File: src/acsq_pkg.sv
`timescale 1ns / 1ps
// ----------------------------------------------------------------------------
// Armed command staging queue package
// Shared sizes, request/result/job types, command and status codes and small
// helpers used by the front, the job queue, the back and the top level.
// ----------------------------------------------------------------------------
package acsq_pkg;

   localparam int QUEUE_DEPTH   = 16;
   localparam int PAYLOAD_WIDTH = 64;

   localparam int PTR_W    = (QUEUE_DEPTH > 1) ? $clog2(QUEUE_DEPTH) : 1;
   localparam int CNT_W    = $clog2(QUEUE_DEPTH + 1);
   localparam int QCOUNT_W = 5;

   typedef enum logic [3:0] {
      CMD_QUEUE       = 4'd0,
      CMD_ARM         = 4'd1,
      CMD_START       = 4'd2,
      CMD_START_AT    = 4'd3,
      CMD_CLEAR       = 4'd4,
      CMD_ESTOP       = 4'd5,
      CMD_CLEAR_FAULT = 4'd6,
      CMD_MOTION_DONE = 4'd7,
      CMD_FAULT       = 4'd8,
      CMD_TICK        = 4'd9
   } cmd_code_type;

   typedef enum logic [2:0] {
      ST_OK      = 3'd0,
      ST_FULL    = 3'd1,
      ST_EMPTY   = 3'd2,
      ST_INVALID = 3'd3,
      ST_EXPIRED = 3'd4
   } status_type;

   // Controller state, held one-hot.
   typedef enum logic [4:0] {
      MODE_IDLE    = 5'b00001,
      MODE_ARMED   = 5'b00010,
      MODE_RUNNING = 5'b00100,
      MODE_FAULT   = 5'b01000,
      MODE_ESTOP   = 5'b10000
   } mode_type;

   // Controller state as reported on the result channel.
   localparam logic [2:0] CODE_IDLE    = 3'd0;
   localparam logic [2:0] CODE_ARMED   = 3'd1;
   localparam logic [2:0] CODE_RUNNING = 3'd2;
   localparam logic [2:0] CODE_FAULT   = 3'd3;
   localparam logic [2:0] CODE_ESTOP   = 3'd4;

   typedef enum logic [1:0] {
      JOB_SINGLE    = 2'd0,
      JOB_DRAIN     = 2'd1,
      JOB_HARD_STOP = 2'd2
   } job_kind_type;

   typedef struct packed {
      logic [3:0]  cmd;
      logic [63:0] payload;
      logic [31:0] target_tick;
   } req_type;

   typedef struct packed {
      logic [2:0]  status;
      logic [2:0]  ctrl_state;
      logic [4:0]  queued_count;
      logic        send_valid;
      logic [63:0] send_payload;
      logic        send_hard_stop;
      logic        last;
   } rsp_type;

   // Work handed from the front to the back.
   typedef struct packed {
      job_kind_type     kind;
      logic [2:0]       status;
      logic [2:0]       ctrl_state;
      logic [CNT_W-1:0] count;
      logic [PTR_W-1:0] rd_ptr;
   } job_type;

   function automatic logic [2:0] mode_code(mode_type mode);
      logic [2:0] code;
      unique case (mode)
         MODE_IDLE:    code = CODE_IDLE;
         MODE_ARMED:   code = CODE_ARMED;
         MODE_RUNNING: code = CODE_RUNNING;
         MODE_FAULT:   code = CODE_FAULT;
         MODE_ESTOP:   code = CODE_ESTOP;
         default:      code = CODE_IDLE;
      endcase
      return code;
   endfunction

   function automatic logic [PTR_W-1:0] next_ptr(logic [PTR_W-1:0] ptr);
      logic [PTR_W-1:0] nxt;
      if (ptr == PTR_W'(QUEUE_DEPTH - 1)) begin
         nxt = '0;
      end else begin
         nxt = ptr + PTR_W'(1);
      end
      return nxt;
   endfunction

   function automatic logic [QCOUNT_W-1:0] to_qcount(logic [CNT_W-1:0] cnt);
      logic [QCOUNT_W+CNT_W-1:0] wide;
      wide = (QCOUNT_W + CNT_W)'(cnt);
      return wide[QCOUNT_W-1:0];
   endfunction

endpackage

File: src/acsq_ram.sv
`timescale 1ns / 1ps
// ----------------------------------------------------------------------------
// Generic RAM
// One write port and one read port with registered read data.
// ----------------------------------------------------------------------------
module acsq_ram #(
   parameter int WIDTH = 8,
   parameter int DEPTH = 16
) (
   input  logic                                       clock,
   input  logic                                       wr_en,
   input  logic [((DEPTH > 1) ? $clog2(DEPTH) : 1)-1:0] wr_addr,
   input  logic [WIDTH-1:0]                           wr_data,
   input  logic                                       rd_en,
   input  logic [((DEPTH > 1) ? $clog2(DEPTH) : 1)-1:0] rd_addr,
   output logic [WIDTH-1:0]                           rd_data
);

   logic [WIDTH-1:0] mem [DEPTH];
   logic [WIDTH-1:0] rd_data_ff;

   always_ff @(posedge clock) begin
      if (wr_en) begin
         mem[wr_addr] <= wr_data;
      end
      if (rd_en) begin
         rd_data_ff <= mem[rd_addr];
      end
   end

   assign rd_data = rd_data_ff;

endmodule

File: src/acsq_front.sv
`timescale 1ns / 1ps
// ----------------------------------------------------------------------------
// Staging queue front
// Decodes each accepted request against the controller state, keeps the ring
// pointers, tick counter and delayed start, writes queued words into the
// ring and hands one job per request to the back.
// ----------------------------------------------------------------------------
module acsq_front (
   input  logic                                  clock,
   input  logic                                  reset,
   input  logic                                  accept,
   input  acsq_pkg::req_type                     req,
   output logic                                  push,
   output acsq_pkg::job_type                     push_job,
   output logic                                  wr_en,
   output logic [acsq_pkg::PTR_W-1:0]            wr_addr,
   output logic [acsq_pkg::PAYLOAD_WIDTH-1:0]    wr_data
);
   import acsq_pkg::*;

   mode_type         mode_ff, mode_in;
   logic [PTR_W-1:0] rd_ptr_ff, rd_ptr_in;
   logic [PTR_W-1:0] wr_ptr_ff, wr_ptr_in;
   logic [CNT_W-1:0] held_ff, held_in;
   logic [31:0]      tick_ff, tick_in;
   logic             pend_ff, pend_in;
   logic [31:0]      pend_tick_ff, pend_tick_in;

   logic [31:0] start_diff;
   logic [31:0] tick_next;
   logic [31:0] fire_diff;
   logic        do_drain;
   logic        ring_full;

   assign start_diff = req.target_tick - tick_ff;
   assign tick_next  = tick_ff + 32'd1;
   assign fire_diff  = pend_tick_ff - tick_next;
   assign ring_full  = (held_ff >= CNT_W'(QUEUE_DEPTH));

   assign wr_addr = wr_ptr_ff;
   assign wr_data = req.payload[PAYLOAD_WIDTH-1:0];
   assign push    = accept;

   always_comb begin
      mode_in           = mode_ff;
      rd_ptr_in         = rd_ptr_ff;
      wr_ptr_in         = wr_ptr_ff;
      held_in           = held_ff;
      tick_in           = tick_ff;
      pend_in           = pend_ff;
      pend_tick_in      = pend_tick_ff;
      do_drain          = 1'b0;
      wr_en             = 1'b0;
      push_job.kind     = JOB_SINGLE;
      push_job.status   = ST_OK;
      push_job.rd_ptr   = rd_ptr_ff;

      if (accept) begin
         unique case (req.cmd)
            CMD_QUEUE: begin
               if (mode_ff != MODE_IDLE) begin
                  push_job.status = ST_INVALID;
               end else if (ring_full) begin
                  push_job.status = ST_FULL;
               end else begin
                  wr_en     = 1'b1;
                  wr_ptr_in = next_ptr(wr_ptr_ff);
                  held_in   = held_ff + CNT_W'(1);
               end
            end
            CMD_ARM: begin
               if (mode_ff != MODE_IDLE) begin
                  push_job.status = ST_INVALID;
               end else if (held_ff == '0) begin
                  push_job.status = ST_EMPTY;
               end else begin
                  mode_in = MODE_ARMED;
               end
            end
            CMD_START: begin
               if (mode_ff == MODE_ARMED) begin
                  do_drain = 1'b1;
               end else begin
                  push_job.status = ST_INVALID;
               end
            end
            CMD_START_AT: begin
               if (mode_ff != MODE_ARMED) begin
                  push_job.status = ST_INVALID;
               end else if (start_diff[31]) begin
                  push_job.status = ST_EXPIRED;
               end else if (start_diff == 32'd0) begin
                  do_drain = 1'b1;
               end else begin
                  pend_in      = 1'b1;
                  pend_tick_in = req.target_tick;
               end
            end
            CMD_CLEAR: begin
               if (mode_ff == MODE_RUNNING) begin
                  push_job.status = ST_INVALID;
               end else begin
                  rd_ptr_in = '0;
                  wr_ptr_in = '0;
                  held_in   = '0;
                  if (mode_ff != MODE_FAULT && mode_ff != MODE_ESTOP) begin
                     mode_in = MODE_IDLE;
                  end
               end
            end
            CMD_ESTOP: begin
               rd_ptr_in     = '0;
               wr_ptr_in     = '0;
               held_in       = '0;
               mode_in       = MODE_ESTOP;
               push_job.kind = JOB_HARD_STOP;
            end
            CMD_CLEAR_FAULT: begin
               if (mode_ff != MODE_FAULT && mode_ff != MODE_ESTOP) begin
                  push_job.status = ST_INVALID;
               end else begin
                  rd_ptr_in = '0;
                  wr_ptr_in = '0;
                  held_in   = '0;
                  mode_in   = MODE_IDLE;
               end
            end
            CMD_MOTION_DONE: begin
               if (mode_ff == MODE_RUNNING) begin
                  mode_in = MODE_IDLE;
               end
            end
            CMD_FAULT: begin
               mode_in = MODE_FAULT;
            end
            CMD_TICK: begin
               tick_in = tick_next;
               if (pend_ff && (fire_diff == 32'd0 || fire_diff[31])) begin
                  pend_in = 1'b0;
                  if (mode_ff == MODE_ARMED) begin
                     do_drain = 1'b1;
                  end else begin
                     push_job.status = ST_INVALID;
                  end
               end
            end
            default: begin
               push_job.status = ST_INVALID;
            end
         endcase
      end

      // A drain of an empty ring is a single ok result with nothing sent.
      if (do_drain) begin
         mode_in = MODE_RUNNING;
         if (held_ff != '0) begin
            push_job.kind = JOB_DRAIN;
            rd_ptr_in     = wr_ptr_ff;
            held_in       = '0;
         end
      end

      push_job.ctrl_state = mode_code(mode_in);
      push_job.count      = (push_job.kind == JOB_DRAIN) ? held_ff : held_in;
   end

   always_ff @(posedge clock) begin
      if (reset) begin
         mode_ff      <= MODE_IDLE;
         rd_ptr_ff    <= '0;
         wr_ptr_ff    <= '0;
         held_ff      <= '0;
         tick_ff      <= '0;
         pend_ff      <= 1'b0;
         pend_tick_ff <= '0;
      end else begin
         mode_ff      <= mode_in;
         rd_ptr_ff    <= rd_ptr_in;
         wr_ptr_ff    <= wr_ptr_in;
         held_ff      <= held_in;
         tick_ff      <= tick_in;
         pend_ff      <= pend_in;
         pend_tick_ff <= pend_tick_in;
      end
   end

endmodule

File: src/acsq_job_fifo.sv
`timescale 1ns / 1ps
// ----------------------------------------------------------------------------
// Staging queue job FIFO
// Two-entry queue of jobs between the front and the back.
// ----------------------------------------------------------------------------
module acsq_job_fifo (
   input  logic              clock,
   input  logic              reset,
   input  logic              push,
   input  acsq_pkg::job_type push_job,
   input  logic              pop,
   output acsq_pkg::job_type pop_job,
   output logic              not_empty
);
   import acsq_pkg::*;

   job_type    slot_ff [2];
   logic       wr_sel_ff;
   logic       rd_sel_ff;
   logic [1:0] fill_ff;
   logic       do_push;
   logic       do_pop;

   assign not_empty = (fill_ff != 2'd0);
   assign do_pop    = pop && not_empty;
   assign do_push   = push && (fill_ff != 2'd2);
   assign pop_job   = slot_ff[rd_sel_ff];

   always_ff @(posedge clock) begin
      if (do_push) begin
         slot_ff[wr_sel_ff] <= push_job;
      end
   end

   always_ff @(posedge clock) begin
      if (reset) begin
         wr_sel_ff <= 1'b0;
         rd_sel_ff <= 1'b0;
         fill_ff   <= 2'd0;
      end else begin
         if (do_push) begin
            wr_sel_ff <= ~wr_sel_ff;
         end
         if (do_pop) begin
            rd_sel_ff <= ~rd_sel_ff;
         end
         if (do_push && !do_pop) begin
            fill_ff <= fill_ff + 2'd1;
         end else if (do_pop && !do_push) begin
            fill_ff <= fill_ff - 2'd1;
         end
      end
   end

endmodule

File: src/acsq_back.sv
`timescale 1ns / 1ps
// ----------------------------------------------------------------------------
// Staging queue back
// Takes jobs from the FIFO and produces results: one result for a simple
// job, or one result per ring entry for a drain, reading the ring a word a
// cycle.
// ----------------------------------------------------------------------------
module acsq_back (
   input  logic                               clock,
   input  logic                               reset,
   input  logic                               job_valid,
   input  acsq_pkg::job_type                  job,
   output logic                               pop,
   output logic                               rd_en,
   output logic [acsq_pkg::PTR_W-1:0]         rd_addr,
   input  logic [acsq_pkg::PAYLOAD_WIDTH-1:0] rd_data,
   output logic                               rsp_strobe,
   output acsq_pkg::rsp_type                  rsp_item,
   output logic                               busy
);
   import acsq_pkg::*;

   typedef enum logic [1:0] {
      BK_IDLE  = 2'b01,
      BK_DRAIN = 2'b10
   } back_state_type;

   back_state_type   state_ff, state_in;
   logic [PTR_W-1:0] ptr_ff, ptr_in;
   logic [CNT_W-1:0] left_ff, left_in;
   logic             out_valid_ff, out_valid_in;
   logic             use_ram_ff, use_ram_in;
   rsp_type          out_ff, out_in;
   logic [CNT_W-1:0] left_dec;

   assign left_dec = left_ff - CNT_W'(1);
   assign rd_addr  = ptr_ff;

   always_comb begin
      state_in     = state_ff;
      ptr_in       = ptr_ff;
      left_in      = left_ff;
      out_valid_in = 1'b0;
      use_ram_in   = 1'b0;
      out_in       = out_ff;
      pop          = 1'b0;
      rd_en        = 1'b0;

      unique case (state_ff)
         BK_IDLE: begin
            if (job_valid) begin
               pop = 1'b1;
               out_in.status         = job.status;
               out_in.ctrl_state     = job.ctrl_state;
               out_in.queued_count   = to_qcount(job.count);
               out_in.send_valid     = 1'b0;
               out_in.send_payload   = '0;
               out_in.send_hard_stop = 1'b0;
               out_in.last           = 1'b1;
               unique case (job.kind)
                  JOB_DRAIN: begin
                     state_in = BK_DRAIN;
                     ptr_in   = job.rd_ptr;
                     left_in  = job.count;
                  end
                  JOB_HARD_STOP: begin
                     out_valid_in          = 1'b1;
                     out_in.send_valid     = 1'b1;
                     out_in.send_hard_stop = 1'b1;
                  end
                  default: begin
                     out_valid_in = 1'b1;
                  end
               endcase
            end
         end
         BK_DRAIN: begin
            // The read issued now lands in the RAM output register together
            // with the result fields registered here.
            rd_en                 = 1'b1;
            out_valid_in          = 1'b1;
            use_ram_in            = 1'b1;
            out_in.status         = ST_OK;
            out_in.ctrl_state     = CODE_RUNNING;
            out_in.queued_count   = to_qcount(left_dec);
            out_in.send_valid     = 1'b1;
            out_in.send_payload   = '0;
            out_in.send_hard_stop = 1'b0;
            out_in.last           = (left_dec == '0);
            ptr_in                = next_ptr(ptr_ff);
            left_in               = left_dec;
            if (left_dec == '0) begin
               state_in = BK_IDLE;
            end
         end
         default: begin
            state_in = BK_IDLE;
         end
      endcase
   end

   always_ff @(posedge clock) begin
      if (reset) begin
         state_ff     <= BK_IDLE;
         out_valid_ff <= 1'b0;
         use_ram_ff   <= 1'b0;
      end else begin
         state_ff     <= state_in;
         out_valid_ff <= out_valid_in;
         use_ram_ff   <= use_ram_in;
      end
   end

   always_ff @(posedge clock) begin
      ptr_ff  <= ptr_in;
      left_ff <= left_in;
      out_ff  <= out_in;
   end

   always_comb begin
      rsp_item = out_ff;
      if (use_ram_ff) begin
         rsp_item.send_payload = 64'(rd_data);
      end
   end

   assign rsp_strobe = out_valid_ff;
   assign busy       = (state_ff != BK_IDLE) || out_valid_ff;

endmodule

File: src/armed_command_staging_queue.sv
`timescale 1ns / 1ps
// ----------------------------------------------------------------------------
// Armed command staging queue
// Motion command staging ring with an idle / armed / running / fault /
// emergency-stop controller, immediate and tick-timed starts.
// ----------------------------------------------------------------------------
// A request is taken on a rising edge with start high and busy low. Every
// request produces at least one result on rsp_item, each shown for exactly
// one cycle with rsp_strobe high; the result side has no back pressure, so a
// receiver must take every strobed result. The final result of a request
// carries last. A simple request (queue, arm, clear, fault, a tick with
// nothing to fire, and so on) gives one result, which passes through the
// job FIFO and the result register of the back, and busy stays high until
// that result has been shown. A start that drains the ring gives one send
// result per stored command on consecutive cycles; the first passes the
// job FIFO, the back's drain state and the registered ring read. A start
// on an empty ring gives a single result and is timed like a simple
// request. The drain rate is set by the single read port of the command
// ring, which yields one stored word per cycle. The controller state, ring
// pointers and tick counter are updated when the request is taken, so the
// state reported in the results is the one that the request leaves behind.
// ----------------------------------------------------------------------------
module armed_command_staging_queue (
   input  logic              clock,
   input  logic              reset,
   input  logic              start,
   output logic              busy,
   input  acsq_pkg::req_type req_item,
   output logic              rsp_strobe,
   output acsq_pkg::rsp_type rsp_item
);
   import acsq_pkg::*;

   logic                     accept;
   logic                     push;
   job_type                  push_job;
   job_type                  pop_job;
   logic                     pop;
   logic                     job_valid;
   logic                     back_busy;
   logic                     wr_en;
   logic [PTR_W-1:0]         wr_addr;
   logic [PAYLOAD_WIDTH-1:0] wr_data;
   logic                     rd_en;
   logic [PTR_W-1:0]         rd_addr;
   logic [PAYLOAD_WIDTH-1:0] rd_data;

   // Only one request is in flight at a time: the ring is written by the
   // front and read by the back, and a drain must see the ring as it was
   // when its start was taken.
   assign busy   = job_valid || back_busy;
   assign accept = start && !busy;

   // The front decodes the request and owns all controller state.
   acsq_front u_front (
      .clock    (clock),
      .reset    (reset),
      .accept   (accept),
      .req      (req_item),
      .push     (push),
      .push_job (push_job),
      .wr_en    (wr_en),
      .wr_addr  (wr_addr),
      .wr_data  (wr_data)
   );

   // Command ring storage.
   acsq_ram #(
      .WIDTH (PAYLOAD_WIDTH),
      .DEPTH (QUEUE_DEPTH)
   ) u_ring (
      .clock   (clock),
      .wr_en   (wr_en),
      .wr_addr (wr_addr),
      .wr_data (wr_data),
      .rd_en   (rd_en),
      .rd_addr (rd_addr),
      .rd_data (rd_data)
   );

   // Jobs wait here until the back is free.
   acsq_job_fifo u_job_fifo (
      .clock     (clock),
      .reset     (reset),
      .push      (push),
      .push_job  (push_job),
      .pop       (pop),
      .pop_job   (pop_job),
      .not_empty (job_valid)
   );

   // The back turns each job into its results.
   acsq_back u_back (
      .clock      (clock),
      .reset      (reset),
      .job_valid  (job_valid),
      .job        (pop_job),
      .pop        (pop),
      .rd_en      (rd_en),
      .rd_addr    (rd_addr),
      .rd_data    (rd_data),
      .rsp_strobe (rsp_strobe),
      .rsp_item   (rsp_item),
      .busy       (back_busy)
   );

   // A taken request always leaves the block busy in the next cycle.
   assert property (@(posedge clock) disable iff (reset) accept |=> busy)
      else $error("busy low right after a request was taken");

   // No new request may be taken while a result is being shown.
   assert property (@(posedge clock) disable iff (reset) rsp_strobe |-> busy)
      else $error("result shown while the block reports idle");

   // The results of a drain come out on consecutive cycles.
   assert property (@(posedge clock) disable iff (reset)
      (rsp_strobe && !rsp_item.last) |=> rsp_strobe)
      else $error("gap inside a run of drain results");

   // A hard stop is a single result and leaves the controller stopped.
   assert property (@(posedge clock) disable iff (reset)
      (rsp_strobe && rsp_item.send_hard_stop) |->
         (rsp_item.last && rsp_item.ctrl_state == CODE_ESTOP
          && rsp_item.queued_count == '0))
      else $error("hard stop result with wrong state or queue count");

endmodule

File: config.mk
export PLATFORM = sky130hd
export DESIGN_NAME = armed_command_staging_queue
export DESIGN_NICKNAME = d
export VERILOG_FILES = /design/src/acsq_pkg.sv /design/src/acsq_ram.sv /design/src/acsq_front.sv /design/src/acsq_job_fifo.sv /design/src/acsq_back.sv /design/src/armed_command_staging_queue.sv
export SDC_FILE = /design/constraint.sdc
export NUM_CORES = 2
export LEC_CHECK = 0
export ABC_AREA = 1
export BUFFER_PORTS_ARGS = -buffer_cell sky130_fd_sc_hd__buf_2
export CORE_MARGIN = 1
export CORE_UTILIZATION = 60
export CTS_CLUSTER_SIZE = 40
export DETAILED_ROUTE_END_ITERATION = 8
export MAX_ROUTING_LAYER = met4
export PLACE_DENSITY_LB_ADDON = 0.08
export SLEW_MARGIN = 25
export SYNTH_ARGS = -nofsm -noshare
export SYNTH_HDL_FRONTEND = slang
export SYNTH_HIERARCHICAL = 1
export SYNTH_SLANG_ARGS = --single-unit
File: constraint.sdc
create_clock -name clock -period 7.2 [get_ports clock]
set_input_delay 0.72 -clock clock [delete_from_list [all_inputs] [get_ports clock]]
set_output_delay 0.72 -clock clock [all_outputs]
set_load 0.01 [all_outputs]
; ---- Word-level counts from Yosys, hierarchy flattened
; Memory sizes are Yosys's and may differ from the RTL's. A register that Yosys moved wholly into a read port is not among the register bits.
; Cells that the tools add are included.
[totals]
register_bits = 178
latchBits = 0
ramBits = 1058
rom_bits = 0
output_inout_bits = 80
elab_cells = 201
memories = 2
[memory_table]
columns = name, depth, word_bits, rd, rd_ports_with_merged_regs, write_ports, line
row1 = u_ring.mem, 16, 64, 1, 1, 1, acsq_ram.sv:19  ; logic [WIDTH-1:0] mem [DEPTH];
row2 = u_job_fifo.slot_ff, 2, 17, 1, 1, 1, acsq_job_fifo.sv:17  ; job_type slot_ff [2];
[op_classes]
n_addsub = 9
multipliers = 0
div_mod_pow = 0
n_lt_le_gt_ge = 1
n_eq_ne = 39
n_shift = 0
mux = 91
bitwise = 5
reduce_logical = 32
[op_table]
columns = op, n
row1 = 78-bit one-hot mux with 2 select lines, 1
row2 = 5-bit 2-to-1 mux, 19
row3 = 78-bit 2-to-1 mux, 1
row4 = 32-bit zero test, 2
row5 = 64-bit 2-to-1 mux, 1
row6 = 32-bit subtractor, 2
row7 = 4-bit 2-to-1 mux, 13
row8 = "32-bit by 1-bit adder with 32-bit output, second input constant", 1
row9 = 5-bit one-hot mux with 6 select lines, 1
row10 = 1-bit 2-to-1 mux, 27
row11 = 2-bit 2-to-1 mux, 13
row12 = 3-bit one-hot mux with 8 select lines, 1
row13 = "2-bit != test, second input constant", 10
row14 = 5-bit one-hot mux with 4 select lines, 1
row15 = "4-bit by 3-bit == test with 1-bit output, second input constant", 4
row16 = "4-bit == test, second input constant", 4
row17 = 4-bit one-hot mux with 4 select lines, 1
row18 = 3-bit 2-to-1 mux, 4
row19 = 3-bit one-hot mux with 4 select lines, 1
row20 = 4-bit one-hot mux with 3 select lines, 1
row21 = 6-bit AND reduction, 2
row22 = "5-bit by 2-bit == test with 1-bit output, second input constant", 2
row23 = "5-bit by 3-bit == test with 1-bit output, second input constant", 2
row24 = 5-bit zero test, 2
row25 = other kinds (34), 61

; ---- Logic depth before layout (Yosys ltp)
[logic_depth]
ltp_word = 12
ltp_mapped = 41
ltp_nobuf = 41

; ---- Hierarchy
; The synthesis kept the hierarchy.
[modules_own_cells]
columns = module, instances, cells_per_inst, area_each_um2, seq_area_each_um2
row1 = acsq_ram, 1, 4212, 45876.5, 32671.3
row2 = acsq_front, 1, 1766, 9942.0, 1661.6
row3 = acsq_back, 1, 257, 1767.9, 770.7
row4 = acsq_job_fifo, 1, 89, 1521.5, 1121.1
row5 = armed_command_staging_queue, 1, 5, 23.8, 0.0

; ---- Worst setup path before layout
; No wires, ideal clock.
[synth_timing]
kind = input to register
start = input port start
end = memory u_ring/mem[10][0] (netlist bit), enable pin
setup_ns = 0.487
arrival_time_ns = 4.626
path_slack_ns = 2.087
cell_stages = 9
n_path_buf = 1
path_cell_list = inv_1 -> nor2_2 -> buf_2 -> inv_1 -> nor3_1 -> inv_1 -> nor2_1 -> nand3_1 -> nor2_1
[synth_between]
elab_chain_cells = 4
[synth_lines]
columns = element, line
row1 = "start, declared", armed_command_staging_queue.sv:26  ; input logic start,
row2 = 1-bit logical AND, armed_command_staging_queue.sv:52  ; assign accept = start && !busy;
row3 = named net accept, armed_command_staging_queue.sv:34  ; logic accept;
row4 = 1-bit 2-to-1 mux, acsq_front.sv:58  ; if (accept) begin
row5 = named net wr_en, armed_command_staging_queue.sv:41  ; logic wr_en;
row6 = 1-bit 2-to-1 mux, acsq_ram.sv:23  ; if (wr_en) begin
row7 = 1-bit 2-to-1 mux (implied by the code), acsq_ram.sv:24  ; mem[wr_addr] <= wr_data;
row8 = "end, declared", acsq_ram.sv:19
; The timed path passes the listed nets, and every way through them passes these cells.

==> reports/summary.txt <==
outcome: finished clean
Yosys top cell by area: edfxtp_1
internal power: 0.0128 W
post-route setup TNS: 0 ps
drt drc: 0
crit-path max cell delay: 410 ps
number of core rows: 114
most frequent cell after synthesis: nand2_1
worst reg-to-reg setup slack: 2080 ps
hold path start: reset
Slew Viols, Final: 0
Placer Congestion: 0.973
Die Y-Extent: 316 microns
antenna violations before repair: 12
Pwr per Cell Area: 273 nW/um^2
combinational power share: 16.8%
Worst Slack Setup Final: 2080 ps
proportion of layout cells with a drive suffix above 1: 7.83%
via count: 41800
# IOs: 183
Synth async-reset ratio: 0%
Reg clk slew, reported paths: 60 ps
Synth cell types: 56
Cell Area, Synth: 59100 sq um
Mapped Cells: 6329
Final ANT Viol Nets: 0
RSZ-0062 raised after global routing: false
vias in the first global route: 39600
CTS max path bufs: 3
largest net degree at the start of global routing: 184
endpoints failing setup: 0
wire per inst: 18.8 microns
TritonCTS Buffers: 131
fillers: 7660
WL final: 146000 microns
Tightest Pin Transition: 1090 ps
top post-synthesis cells by count: nand2_1, inv_1, edfxtp_1
top cells by area, synth: edfxtp_1, nand2_1, inv_1
Post-synth EDFFs: 1145
final hold vios: 0
Critical-path top delay cell: dfxtp_1
MaxCap Viol Count: 0
clk_skew: 27.2 ps
total track usage: 30.3%
FF+latch count, synth: 1237
Period Utilization, post-route: 71.1%
Synthesized Nets: 6506
switching power: 0.00494 W
Switching Fraction: 27.9%
worst r2r src: u_front/tick_ff[1]
clock power share: 37.1%
Setup CP Type: reg2reg
Synth top area share: 58.1%
ys flop type: edfxtp_1
Post-Layout Cell Count: 7780
Initial Util: 60.9%
Die ar.: 99800 sq um
CP top delay family: simple AND/OR/NAND/NOR gates
Fmax achieved: 0.195 GHz
# placed instances: 7532
TritonCTS clock tree: yes
Ys Warns: 6
CTS resizes: 0
Overflow after GRT: 0
worst slew margin relative to its limit: 27.6%
Worst VDD drop: 257 uV
critical path startpoint: u_front/tick_ff[1]
CP Max Fanout: 10
CP Capture Type: register
Post-CTS Hold Buffers: 0
worst path buffer plus inverter count: 3
clk_lat worst skew: 740 ps
DIE WIDTH: 316 microns
Reg power frac: 46.1%
worst hold path class: in2reg
Root Driver: clkbuf_16
DR iter-0 viols: 4069
H-tree Lvls: 4
final core utilization: 66.6%
WP data arrival: 5590 ps
LEAKAGE: 29.0 nW
DRT Pass-1 Iters: 6
sequential area share after synthesis: 61.3%
first-pass GRT wire length: 224000 microns
WP data required: 7670 ps
Startpoint Class: register
Setup Buffers After CTS: 0
nets: 6567
Top cell by count, worst path: nand2_1
Core Footprint: 97100 sq um
minimum clock period: 5120 ps
Vias/cell: 5.37
Area growth syn-to-layout: 9.43%
port bufs: 182
dpl ws: 2080 ps
CTS Sinks: 1237
DPL Wire Length: 84200 microns
syn avg cell area: 9.34 sq um
-- flip-flops by register name, summed over array words and instances, names as in the netlist, 5 cells and up, named ones only --
name,flops
u_job_fifo/slot_ff,34
u_front/mode_ff,5
u_ring/rd_data,64
u_ring/mem,1024
u_front/tick_ff,32
u_front/pend_tick_ff,32
u_back/left_ff,5
u_front/held_ff,5
u_back/rsp_item,14
-- final timing paths --
path,end,depth (start not counted)
worst min-delay path,u_back/state_ff[1],2
worst min register to register,u_job_fifo/slot_ff[0][0],0
worst max-delay path,u_job_fifo/slot_ff[0][9],40
worst max register to register,u_job_fifo/slot_ff[0][9],40
-- routing by layer --
layer / wire, microns / up-vias / global-route usage [%]
met1: 63100 / 19600 / 41.3
met5: 0 / - / -
met2: 68500 / 1615 / 47.4
li1: - / 20300 / -
met4: 3560 / 0 / 9.90
met3: 10900 / 262 / 4.02
-- power groups by stage --
stage	clock [W]	sequential, W	combinational [W]
after floorplan	0	0.00830	0.00221
after global placement	0	0.00830	0.00291
after detailed placement	0	0.00830	0.00295
after CTS	0.00667	0.00815	0.00296
after global routing	0.00693	0.00816	0.00330
final	0.00657	0.00815	0.00298
-- area by class of cell --
cell class | instances | area [sq um] | area share, %
flip-flops and latches | 1237 | 36200 | 56.0
multi-input cells | 3529 | 16400 | 25.3
inverters | 1253 | 4730 | 7.32
clock buffers | 162 | 3520 | 5.44
well taps | 1276 | 1600 | 2.47
repair buffers | 238 | 1580 | 2.44
clock inverters | 73 | 653 | 1.01
diodes | 12 | 30.0 | 0.0464
-- metrics by stage --
stage | total power [W] | hold WS [ps] | area, sq um
3_3_place_gp | 0.0112 | 467 | 60300
3_5_place_dp | 0.0112 | 471 | 60500
4_1_cts | 0.0178 | 211 | 64700
2_1_floorplan | 0.0105 | 426 | 59100
6_report | 0.0177 | 252 | 64700
5_1_grt | 0.0184 | 248 | 64700
-- cells by family (layout without fill, tap and decap cells) --
| group | count (synthesis) | in the layout | synth area share (%) |
|---|---|---|---|
| adder cells (fa/ha/maj) | 74 | 74 | 1.59 |
| flip-flops | 1237 | 1237 | 61.3 |
| buffers and inverters | 1563 | 1726 | 11.3 |
| multiplexers | 17 | 17 | 0.387 |
| other | 0 | 12 | 0 |
| AO/OA/AOI/OAI | 216 | 216 | 2.16 |
| AND/OR/NAND/NOR | 3170 | 3170 | 22.5 |
| XOR/XNOR | 52 | 52 | 0.770 |
-- layout by cell type, fill, tap and decap left out, types with 33 or more instances in the layout --
master     netlist  final
a211oi_1        33     33
ha_1            72     71
dfxtp_1         92     91
inv_1         1248   1246
xor2_1          48     48
edfxtp_1      1145   1145
clkbuf_16        0    135
nor2_1         231    215
buf_4           92     39
nand2_1       1956   1956
nand3_1        874    874
a21oi_1         83     83
o21ai_0         55     54
buf_2          132    182
Power figures use the tool's default switching activity.
